<file path="src/rtl/kdtt_pkg.sv">
// Shared types and constants for the keyed deadline timer table.
`timescale 1ns / 1ps
`default_nettype none

package kdtt_pkg;

    localparam int ACT_W       = 3;
    localparam int KEY_W       = 16;
    localparam int DELAY_W     = 32;
    localparam int TAG_W       = 32;
    localparam int STAT_W      = 2;
    localparam int PEND_W      = 5;
    localparam int MAX_RESULTS = 16;
    localparam int FIRE_W      = $clog2(MAX_RESULTS + 1);
    localparam int FIDX_W      = $clog2(MAX_RESULTS);

    typedef enum logic [ACT_W-1:0] {
        ACT_TICK     = 3'd0,
        ACT_SCHEDULE = 3'd1,
        ACT_CANCEL   = 3'd2,
        ACT_LOOKUP   = 3'd3,
        ACT_POLL     = 3'd4,
        ACT_CLEAR    = 3'd5
    } action_t;

    typedef enum logic [STAT_W-1:0] {
        STAT_OK        = 2'd0,
        STAT_NOT_FOUND = 2'd1,
        STAT_FULL      = 2'd2
    } status_t;

    typedef enum logic [1:0] {
        S_IDLE,
        S_SCAN,
        S_APPLY,
        S_EMIT
    } state_t;

    // Controller to datapath.
    typedef struct packed {
        logic load;
        logic scan;
        logic apply;
        logic emit;
    } cmd_t;

    // Datapath to controller.
    typedef struct packed {
        logic scan_done;
        logic emit_last;
        logic out_free;
    } sts_t;

endpackage

`default_nettype wire

</file>
<file path="src/rtl/keyed_deadline_timer_table.sv">
// Top level of the keyed deadline timer table.
//
// A table of up to DEPTH keyed one-shot deadlines on a saturating tick clock.
// Requests arrive on the s_ stream: s_tuser carries the action (tick,
// schedule, cancel, lookup, poll, clear) and s_tdata the key, delay and tag.
// Results leave on the m_ stream; m_tlast marks the final result of a
// request and m_tuser flags a result that carries an expired key.
// Tick, clear and unused action codes take no search: the request is taken,
// applied in the apply state and its single result is then registered in
// the emit state, once the output register is free.
// Schedule, cancel, lookup and poll walk the slot memories one slot per
// cycle through a registered read port before the apply and emit states;
// the next request is taken in the cycle after the last result is loaded,
// and a poll that fires entries gives one result for each of them.
// A new request is taken as soon as the last result of the previous one sits
// in the output register, even while the receiver has not yet taken it.
// When m_tready is low while a result is shown, the output register holds and the block waits.
// After reset the table is empty, the clock reads zero and no result is shown.
`timescale 1ns / 1ps
`default_nettype none

module keyed_deadline_timer_table
#(
    parameter int DEPTH     = 16,
    parameter int KEY_BITS  = 16,
    parameter int TIME_BITS = 48
)
(
    input  wire logic        clk,
    input  wire logic        rst_n,
    input  wire logic        s_tvalid,
    output logic             s_tready,
    input  wire logic [79:0] s_tdata,   // key[15:0], delay[47:16], tag[79:48]
    input  wire logic [2:0]  s_tuser,   // action[2:0]
    output logic             m_tvalid,
    input  wire logic        m_tready,
    output logic [63:0]      m_tdata,   // status[1:0], found[2], is_due[3], tag_match[4],
                                        // stored_tag[36:5], fired_key[52:37],
                                        // pending[57:53], zero[63:58]
    output logic             m_tuser,   // fired_valid
    output logic             m_tlast    // last
);

    kdtt_pkg::cmd_t cmd;
    kdtt_pkg::sts_t sts;

    logic [kdtt_pkg::STAT_W-1:0]      status;
    logic                             found;
    logic                             is_due;
    logic                             tag_match;
    logic signed [kdtt_pkg::TAG_W-1:0] stored_tag;
    logic [kdtt_pkg::KEY_W-1:0]       fired_key;
    logic [kdtt_pkg::PEND_W-1:0]      pending;

    kdtt_ctrl u_ctrl
    (
        .clk       (clk),
        .rst_n     (rst_n),
        .in_valid  (s_tvalid),
        .in_ready  (s_tready),
        .in_action (s_tuser),
        .cmd       (cmd),
        .sts       (sts)
    );

    kdtt_dp
    #(
        .DEPTH     (DEPTH),
        .KEY_BITS  (KEY_BITS),
        .TIME_BITS (TIME_BITS)
    )
    u_dp
    (
        .clk         (clk),
        .rst_n       (rst_n),
        .cmd         (cmd),
        .sts         (sts),
        .in_action   (s_tuser),
        .in_key      (s_tdata[15:0]),
        .in_delay    (s_tdata[47:16]),
        .in_tag      (s_tdata[79:48]),
        .out_ready   (m_tready),
        .out_valid   (m_tvalid),
        .status      (status),
        .found       (found),
        .is_due      (is_due),
        .tag_match   (tag_match),
        .stored_tag  (stored_tag),
        .fired_key   (fired_key),
        .fired_valid (m_tuser),
        .last        (m_tlast),
        .pending     (pending)
    );

    // Pack the result fields, lowest field first, padded to whole bytes.
    assign m_tdata = {6'd0, pending, fired_key, stored_tag, tag_match, is_due, found, status};

endmodule

`default_nettype wire

</file>
<file path="src/rtl/kdtt_ctrl.sv">
// Sequencing state machine of the keyed deadline timer table.
`timescale 1ns / 1ps
`default_nettype none

module kdtt_ctrl
(
    input  wire logic                           clk,
    input  wire logic                           rst_n,
    input  wire logic                           in_valid,
    output logic                                in_ready,
    input  wire logic [kdtt_pkg::ACT_W-1:0]     in_action,
    output kdtt_pkg::cmd_t                      cmd,
    input  wire kdtt_pkg::sts_t                 sts
);

    kdtt_pkg::state_t state_reg;
    kdtt_pkg::state_t state_next;
    logic             needs_scan;

    // Actions that must search the table before they can act.
    assign needs_scan = (in_action == kdtt_pkg::ACT_SCHEDULE) ||
                        (in_action == kdtt_pkg::ACT_CANCEL)   ||
                        (in_action == kdtt_pkg::ACT_LOOKUP)   ||
                        (in_action == kdtt_pkg::ACT_POLL);

    always_ff @(posedge clk or negedge rst_n)
    begin
        if (!rst_n)
        begin
            state_reg <= kdtt_pkg::S_IDLE;
        end
        else
        begin
            state_reg <= state_next;
        end
    end

    always_comb
    begin
        state_next = state_reg;
        case (state_reg)
            kdtt_pkg::S_IDLE:
            begin
                if (in_valid)
                begin
                    state_next = needs_scan ? kdtt_pkg::S_SCAN : kdtt_pkg::S_APPLY;
                end
            end
            kdtt_pkg::S_SCAN:
            begin
                if (sts.scan_done)
                begin
                    state_next = kdtt_pkg::S_APPLY;
                end
            end
            kdtt_pkg::S_APPLY:
            begin
                state_next = kdtt_pkg::S_EMIT;
            end
            kdtt_pkg::S_EMIT:
            begin
                if (sts.out_free && sts.emit_last)
                begin
                    state_next = kdtt_pkg::S_IDLE;
                end
            end
            default:
            begin
                state_next = kdtt_pkg::S_IDLE;
            end
        endcase
    end

    always_comb
    begin
        in_ready  = 1'b0;
        cmd       = '0;
        case (state_reg)
            kdtt_pkg::S_IDLE:
            begin
                in_ready = 1'b1;
                cmd.load = in_valid;
            end
            kdtt_pkg::S_SCAN:
            begin
                cmd.scan = 1'b1;
            end
            kdtt_pkg::S_APPLY:
            begin
                cmd.apply = 1'b1;
            end
            kdtt_pkg::S_EMIT:
            begin
                cmd.emit = 1'b1;
            end
            default:
            begin
                cmd = '0;
            end
        endcase
    end

endmodule

`default_nettype wire

</file>
<file path="src/rtl/kdtt_dp.sv">
// Datapath of the keyed deadline timer table: slot memories, scan pipe and result register.
`timescale 1ns / 1ps
`default_nettype none

module kdtt_dp
#(
    parameter int DEPTH     = 16,
    parameter int KEY_BITS  = 16,
    parameter int TIME_BITS = 48
)
(
    input  wire logic                              clk,
    input  wire logic                              rst_n,
    input  wire kdtt_pkg::cmd_t                    cmd,
    output kdtt_pkg::sts_t                         sts,
    input  wire logic [kdtt_pkg::ACT_W-1:0]        in_action,
    input  wire logic [kdtt_pkg::KEY_W-1:0]        in_key,
    input  wire logic signed [kdtt_pkg::DELAY_W-1:0] in_delay,
    input  wire logic signed [kdtt_pkg::TAG_W-1:0]   in_tag,
    input  wire logic                              out_ready,
    output logic                                   out_valid,
    output logic [kdtt_pkg::STAT_W-1:0]            status,
    output logic                                   found,
    output logic                                   is_due,
    output logic                                   tag_match,
    output logic signed [kdtt_pkg::TAG_W-1:0]      stored_tag,
    output logic [kdtt_pkg::KEY_W-1:0]             fired_key,
    output logic                                   fired_valid,
    output logic                                   last,
    output logic [kdtt_pkg::PEND_W-1:0]            pending
);

    localparam int AW = $clog2(DEPTH);
    localparam int CW = $clog2(DEPTH + 1);
    localparam int KW = (KEY_BITS < kdtt_pkg::KEY_W) ? KEY_BITS : kdtt_pkg::KEY_W;
    localparam int SW = ((TIME_BITS > kdtt_pkg::DELAY_W) ? TIME_BITS : kdtt_pkg::DELAY_W) + 1;
    localparam logic [TIME_BITS-1:0] TIME_MAX = {TIME_BITS{1'b1}};
    localparam logic [AW:0]          SCAN_END = (AW + 1)'(DEPTH);
    localparam logic [kdtt_pkg::FIRE_W-1:0] FIRE_MAX =
        kdtt_pkg::FIRE_W'(kdtt_pkg::MAX_RESULTS);

    // Slot memories.
    logic [KW-1:0]             mem_key [DEPTH];
    logic [TIME_BITS-1:0]      mem_dl  [DEPTH];
    logic [kdtt_pkg::TAG_W-1:0] mem_tag [DEPTH];

    // Table state.
    logic [DEPTH-1:0]          valid_reg;
    logic [TIME_BITS-1:0]      clock_reg;
    logic [CW-1:0]             count_reg;

    // Captured request.
    logic [kdtt_pkg::ACT_W-1:0] act_reg;
    logic [KW-1:0]              key_reg;
    logic [kdtt_pkg::TAG_W-1:0] tag_reg;
    logic [TIME_BITS-1:0]       due_reg;
    logic [TIME_BITS-1:0]       due_next;

    // Scan pipe.
    logic [AW:0]                addr_reg;
    logic                       rd_vld_reg;
    logic [AW-1:0]              rd_idx_reg;
    logic [KW-1:0]              rd_key_reg;
    logic [TIME_BITS-1:0]       rd_dl_reg;
    logic [kdtt_pkg::TAG_W-1:0] rd_tag_reg;

    // Scan findings.
    logic                       match_vld_reg;
    logic [AW-1:0]              match_idx_reg;
    logic [kdtt_pkg::TAG_W-1:0] match_tag_reg;
    logic                       match_due_reg;
    logic                       free_vld_reg;
    logic [AW-1:0]              free_idx_reg;
    logic [kdtt_pkg::KEY_W-1:0] fbuf_reg [kdtt_pkg::MAX_RESULTS];
    logic [kdtt_pkg::FIRE_W-1:0] fcnt_reg;

    // Result sequencing.
    kdtt_pkg::status_t          st_reg;
    logic [kdtt_pkg::FIRE_W-1:0] eidx_reg;

    // Output register.
    logic                        out_valid_reg;
    logic [kdtt_pkg::STAT_W-1:0] status_reg;
    logic                        found_reg;
    logic                        is_due_reg;
    logic                        tag_match_reg;
    logic [kdtt_pkg::TAG_W-1:0]  stored_tag_reg;
    logic [kdtt_pkg::KEY_W-1:0]  fired_key_reg;
    logic                        fired_valid_reg;
    logic                        last_reg;
    logic [kdtt_pkg::PEND_W-1:0] pending_reg;

    logic [kdtt_pkg::DELAY_W-1:0] delay_nn;
    logic [SW-1:0]               due_sum;
    logic                        rd_en;
    logic                        rd_live;
    logic                        rd_slot_valid;
    logic                        hit;
    logic                        fire;
    logic                        free_hit;
    logic                        is_sched;
    logic                        mem_we;
    logic                        mem_wkey;
    logic [AW-1:0]               wr_idx;
    logic                        lookup_hit;
    logic                        poll_fired;
    logic                        emit_last;
    logic                        out_free;
    logic                        load_out;

    // Deadline: a negative delay counts as zero, and the sum saturates.
    assign delay_nn = in_delay[kdtt_pkg::DELAY_W-1] ? '0 : in_delay;
    assign due_sum  = SW'(clock_reg) + SW'(delay_nn);
    assign due_next = (due_sum > SW'(TIME_MAX)) ? TIME_MAX : due_sum[TIME_BITS-1:0];

    assign rd_en         = cmd.scan && (addr_reg < SCAN_END);
    assign rd_live       = cmd.scan && rd_vld_reg;
    assign rd_slot_valid = valid_reg[rd_idx_reg];
    assign hit           = rd_live && rd_slot_valid && (rd_key_reg == key_reg);
    assign free_hit      = rd_live && !rd_slot_valid && !free_vld_reg;
    assign fire          = rd_live && (act_reg == kdtt_pkg::ACT_POLL) && rd_slot_valid &&
                           (clock_reg >= rd_dl_reg) && (fcnt_reg < FIRE_MAX);

    assign is_sched = cmd.apply && (act_reg == kdtt_pkg::ACT_SCHEDULE);
    assign mem_we   = is_sched && (match_vld_reg || free_vld_reg);
    assign mem_wkey = is_sched && !match_vld_reg && free_vld_reg;
    assign wr_idx   = match_vld_reg ? match_idx_reg : free_idx_reg;

    assign lookup_hit = (act_reg == kdtt_pkg::ACT_LOOKUP) && match_vld_reg;
    assign poll_fired = (act_reg == kdtt_pkg::ACT_POLL) && (fcnt_reg != '0);
    assign emit_last  = !poll_fired ||
                        ((eidx_reg + kdtt_pkg::FIRE_W'(1)) == fcnt_reg);
    assign out_free   = !out_valid_reg || out_ready;
    assign load_out   = cmd.emit && out_free;

    assign sts.scan_done = cmd.scan && (addr_reg == SCAN_END);
    assign sts.emit_last = emit_last;
    assign sts.out_free  = out_free;

    // Memory write and registered read.
    always_ff @(posedge clk)
    begin
        if (mem_we)
        begin
            mem_dl[wr_idx]  <= due_reg;
            mem_tag[wr_idx] <= tag_reg;
        end
        if (mem_wkey)
        begin
            mem_key[wr_idx] <= key_reg;
        end
        if (rd_en)
        begin
            rd_key_reg <= mem_key[addr_reg[AW-1:0]];
            rd_dl_reg  <= mem_dl[addr_reg[AW-1:0]];
            rd_tag_reg <= mem_tag[addr_reg[AW-1:0]];
            rd_idx_reg <= addr_reg[AW-1:0];
        end
    end

    // Payload registers.
    always_ff @(posedge clk)
    begin
        if (cmd.load)
        begin
            act_reg <= in_action;
            key_reg <= in_key[KW-1:0];
            tag_reg <= in_tag;
            due_reg <= due_next;
        end
        if (hit && !match_vld_reg)
        begin
            match_idx_reg <= rd_idx_reg;
            match_tag_reg <= rd_tag_reg;
            match_due_reg <= (clock_reg >= rd_dl_reg);
        end
        if (free_hit)
        begin
            free_idx_reg <= rd_idx_reg;
        end
        if (fire)
        begin
            fbuf_reg[fcnt_reg[kdtt_pkg::FIDX_W-1:0]] <= kdtt_pkg::KEY_W'(rd_key_reg);
        end
        if (load_out)
        begin
            status_reg      <= st_reg;
            found_reg       <= lookup_hit;
            is_due_reg      <= lookup_hit && match_due_reg;
            tag_match_reg   <= lookup_hit && (match_tag_reg == tag_reg);
            stored_tag_reg  <= lookup_hit ? match_tag_reg : '0;
            fired_key_reg   <= poll_fired ? fbuf_reg[eidx_reg[kdtt_pkg::FIDX_W-1:0]] : '0;
            fired_valid_reg <= poll_fired;
            last_reg        <= emit_last;
            pending_reg     <= kdtt_pkg::PEND_W'(count_reg);
        end
    end

    // Control and table state.
    always_ff @(posedge clk or negedge rst_n)
    begin
        if (!rst_n)
        begin
            valid_reg     <= '0;
            clock_reg     <= '0;
            count_reg     <= '0;
            addr_reg      <= '0;
            rd_vld_reg    <= 1'b0;
            match_vld_reg <= 1'b0;
            free_vld_reg  <= 1'b0;
            fcnt_reg      <= '0;
            st_reg        <= kdtt_pkg::STAT_OK;
            eidx_reg      <= '0;
            out_valid_reg <= 1'b0;
        end
        else
        begin
            if (cmd.load)
            begin
                addr_reg      <= '0;
                match_vld_reg <= 1'b0;
                free_vld_reg  <= 1'b0;
                fcnt_reg      <= '0;
                st_reg        <= kdtt_pkg::STAT_OK;
                eidx_reg      <= '0;
            end

            if (rd_en)
            begin
                addr_reg <= addr_reg + (AW + 1)'(1);
            end
            rd_vld_reg <= rd_en;

            if (hit)
            begin
                match_vld_reg <= 1'b1;
            end
            if (free_hit)
            begin
                free_vld_reg <= 1'b1;
            end
            if (fire)
            begin
                valid_reg[rd_idx_reg] <= 1'b0;
                count_reg             <= count_reg - CW'(1);
                fcnt_reg              <= fcnt_reg + kdtt_pkg::FIRE_W'(1);
            end

            if (cmd.apply)
            begin
                case (act_reg)
                    kdtt_pkg::ACT_TICK:
                    begin
                        if (clock_reg != TIME_MAX)
                        begin
                            clock_reg <= clock_reg + TIME_BITS'(1);
                        end
                    end
                    kdtt_pkg::ACT_SCHEDULE:
                    begin
                        if (!match_vld_reg)
                        begin
                            if (free_vld_reg)
                            begin
                                valid_reg[free_idx_reg] <= 1'b1;
                                count_reg               <= count_reg + CW'(1);
                            end
                            else
                            begin
                                st_reg <= kdtt_pkg::STAT_FULL;
                            end
                        end
                    end
                    kdtt_pkg::ACT_CANCEL:
                    begin
                        if (match_vld_reg)
                        begin
                            valid_reg[match_idx_reg] <= 1'b0;
                            count_reg                <= count_reg - CW'(1);
                        end
                        else
                        begin
                            st_reg <= kdtt_pkg::STAT_NOT_FOUND;
                        end
                    end
                    kdtt_pkg::ACT_LOOKUP:
                    begin
                        if (!match_vld_reg)
                        begin
                            st_reg <= kdtt_pkg::STAT_NOT_FOUND;
                        end
                    end
                    kdtt_pkg::ACT_CLEAR:
                    begin
                        valid_reg <= '0;
                        count_reg <= '0;
                    end
                    default:
                    begin
                        st_reg <= kdtt_pkg::STAT_OK;
                    end
                endcase
            end

            if (load_out)
            begin
                out_valid_reg <= 1'b1;
                eidx_reg      <= eidx_reg + kdtt_pkg::FIRE_W'(1);
            end
            else if (out_ready)
            begin
                out_valid_reg <= 1'b0;
            end
        end
    end

    assign out_valid   = out_valid_reg;
    assign status      = status_reg;
    assign found       = found_reg;
    assign is_due      = is_due_reg;
    assign tag_match   = tag_match_reg;
    assign stored_tag  = stored_tag_reg;
    assign fired_key   = fired_key_reg;
    assign fired_valid = fired_valid_reg;
    assign last        = last_reg;
    assign pending     = pending_reg;

endmodule

`default_nettype wire

</file>
<file path="config.mk">
export PLATFORM = sky130hd
export DESIGN_NAME = keyed_deadline_timer_table
export DESIGN_NICKNAME = d
export VERILOG_FILES = /design/src/rtl/kdtt_pkg.sv /design/src/rtl/keyed_deadline_timer_table.sv /design/src/rtl/kdtt_ctrl.sv /design/src/rtl/kdtt_dp.sv
export SDC_FILE = /design/constraint.sdc
export NUM_CORES = 2
export LEC_CHECK = 0
export ABC_AREA = 0
export ABC_CLOCK_PERIOD_IN_PS = 9500
export BUFFER_PORTS_ARGS = -buffer_cell sky130_fd_sc_hd__buf_2
export CAP_MARGIN = 25
export CORE_MARGIN = 8
export CORE_UTILIZATION = 50
export CTS_BUF_LIST = sky130_fd_sc_hd__clkbuf_16
export DETAILED_ROUTE_END_ITERATION = 7
export PLACE_DENSITY = 0.66
export SYNTH_ARGS = -nofsm -noshare
export SYNTH_HDL_FRONTEND = slang
export SYNTH_SLANG_ARGS = --single-unit
</file>
<file path="constraint.sdc">
create_clock -name clk -period 9.5 [get_ports clk]
set_input_delay 1.425 -clock clk [delete_from_list [all_inputs] [get_ports clk]]
set_output_delay 1.425 -clock clk [all_outputs]
set_load 0.02 [all_outputs]
</file>
==> out/qor.yml <==
yosys-top-cells-area: "edfxtp_1 72%, mux4_2 7.2%, mux2i_1 3.4%, dfrtp_1 2.6%, o21ai_0 1.4%"
cp-end-kind: "flip-flop"
fp-row-count: 153
cts_made_buffers: 209
largest-register: "u_dp.mem_dl"
cts-root-buf: "clkbuf_16"
max_slew.worst_pin.slew_ns: 1.098
crit_type: "in -> reg"
dieWidth_um: 433.3
largestRegisters: "u_dp.mem_dl (768), u_dp.mem_tag (512)"
yosys.area.top_type: "edfxtp_1"
pwr_density_cell_mw_per_mm2: 190.3
skew_ns: 0.04659
drv_cap: 0
cts_max_level: 4
core_area_mm2: 0.1734
synth_most_common_cell: "edfxtp_1"
cts_tree: "done"
min_period_over_period: 0.4905
p_sw_mw: 3.600
vias_per_cell: 5.993
synth_common_cells: "2092 x edfxtp_1, 292 x mux2i_1, 277 x mux4_2"
ys_ff_latch: 2184
clock_sinks: 2184
avgSynthCellArea_um2: 18.05
vias: 45290
netlist_area_mm2: 0.08707
synthDistinctLibCells: 77
status: "finished clean"
hold_slack_ns: 0.4148
setup_tns_ns: 0
grt_pass1_wl_um: 302100
max_freq_mhz: 214.6
synth.top_cell.area_share: 0.7215
slew_violations: 0
drc: 0
ir_drop_mv: 0.1556
switching_share: 0.1939
fin_crit_ns: 4.660
critPathArrivalTime_ns: 5.20
start_kind: "input port"
hold_viol: 0
hpwl_um: 112800
path_max_fanout: 31
overflow: 0
whs_path_depth: 0
cts_setup_buffers: 0
antenna_found_initial: 1
wl_per_cell_um: 27.34
die_y_um: 433.3
p_leak_nw: 35.53
grt_use_total: 0.2157
rsz0062_at_grt: "no"
seqPwrFrac: 0.560
start_util: 0.5020
clkPwrFrac: 0.436
total_power_mw: 18.56
hold_class: "reg -> reg"
grt_pass1_vias: 45170
numPortBuffers: 148
first_iter_violations: 4863
slew_headroom: 0.2680
r2r_cells: 7
drt_wl_total_um: 206600
synthCells: 4825
synth_edf_count: 2092
grt_max_degree: 143
synthFlopType: "edfxtp_1"
clk_pin_slew_ns: 0.06
critPathRequiredTime_ns: 10.04
cts.repair.resized: 0
pwr-share-comb: 0.004
drive_above_1_share: 0.1873
antenna_left: 0
area_growth_pct: 12.05
place_congestion: 0.8755
synth-async-reset-ratio: 0.04212
dieArea_mm2: 0.1878
postCtsHoldBufs: 0
yosys_warnings: 0
dr.pass1.iters: 6
p_int_mw: 14.96
setup_viol: 0
largest_reg_flops: 768
ios: 155
nets: 5232
yosysSeqAreaShare: 0.7479
worstSkewPairLatency_ns: 0.85
clk_path_buf_depth: 3
==> placed cells by master (no fill, tap or decap), types with 98 or more instances in the layout <==
master / Yosys / routed
inv_1: 79 / 122
mux4_2: 277 / 277
mux2i_1: 292 / 292
edfxtp_1: 2092 / 2092
mux2_2: 98 / 98
a21oi_1: 187 / 187
nand2_1: 252 / 251
buf_2: 19 / 147
o21ai_0: 251 / 251
clkbuf_16: 0 / 210
==> per-stage QoR <==
step	setup slack [ns]	util	instance area [um2]	instances
floorplan	4.076	-	87090	4830
global placement	3.946	0.5234	90780	7160
detailed placement	3.967	0.5239	90860	7165
CTS	4.869	0.5625	97560	7556
global route	4.641	0.5625	97560	7556
finish	4.840	0.5625	97570	7557
==> worst max-delay path, cell delays in order <==
cell and delay, ns:
buf_2 0.39, nor2b_1 0.11, ha_1 0.25, fa_1 0.43
a21o_1 0.17, a21oi_1 0.28, o21ai_1 0.18, nand4_1 0.15
or3b_4 0.44, a211oi_4 0.31, o21ai_2 0.22, nand3_2 0.47
buf_16 0.23, o21ai_0 0.11
==> metal layers <==
layer  wire length [um]  GRT usage
met1              85190     0.2921
met2             104700     0.3712
met3              11940    0.03004
met4               4749    0.05601
met5                  0          0
==> cell type report <==
| cell class | count | area [um2] |
|---|---|---|
| Clock inverter | 181 | 1453 |
| Tap cell | 2325 | 2909 |
| Antenna cell | 1 | 2.502 |
| Inverter | 79 | 307.8 |
| Sequential cell | 2184 | 65140 |
| Timing Repair Buffer | 251 | 1644 |
| Fill cell | 13130 | 75870 |
| Multi-Input combinational cell | 2326 | 20850 |
| Clock buffer | 210 | 5255 |
==> power groups by stage <==
stage	Combinational [mW]	Sequential (mW)	Clock, mW
floorplan	0.0334	10.6	0
global placement	0.0706	10.6	0
detailed placement	0.0717	10.6	0
CTS	0.0722	10.4	8.23
global route	0.0781	10.4	8.58
finish	0.0706	10.4	8.10
==> path summary, 6_finish.rpt <==
path	start	endpoint	slack [ns]
min in group asynchronous	rst_n	u_dp.eidx_reg[3]$_DFFE_PN0P_	0.61
setup reg to reg	u_dp.match_vld_reg$_DFFE_PN0P_	u_dp.mem_tag[12][13]$_DFFE_PP_	4.89
setup / recovery	s_tdata[47]	u_dp.due_reg[5]$_SDFFCE_PN1P_	4.84
hold reg to reg	u_dp.rd_tag_reg[12]$_DFFE_PP_	u_dp.match_tag_reg[12]$_DFFE_PP_	0.41
max in group asynchronous	rst_n	u_dp.clock_reg[22]$_DFFE_PN0P_	7.73
hold / removal	u_dp.rd_tag_reg[12]$_DFFE_PP_	u_dp.match_tag_reg[12]$_DFFE_PP_	0.41
==> cells by family (layout without fill, tap and decap cells) <==
logic type	Yosys count	in the layout	synth area share
adders and majority gates	94	94	0.01359
buffers and inverters	320	721	0.01497
xor gates and xnor gates	141	141	0.01418
other	1	7	0.00004307
DFF	2184	2184	0.7479
muxes	667	667	0.1179
and+or+nand+nor	661	661	0.03716
AOI/OAI and AO/OA	757	757	0.05425
No activity file was read; power rests on OpenSTA's default activity.
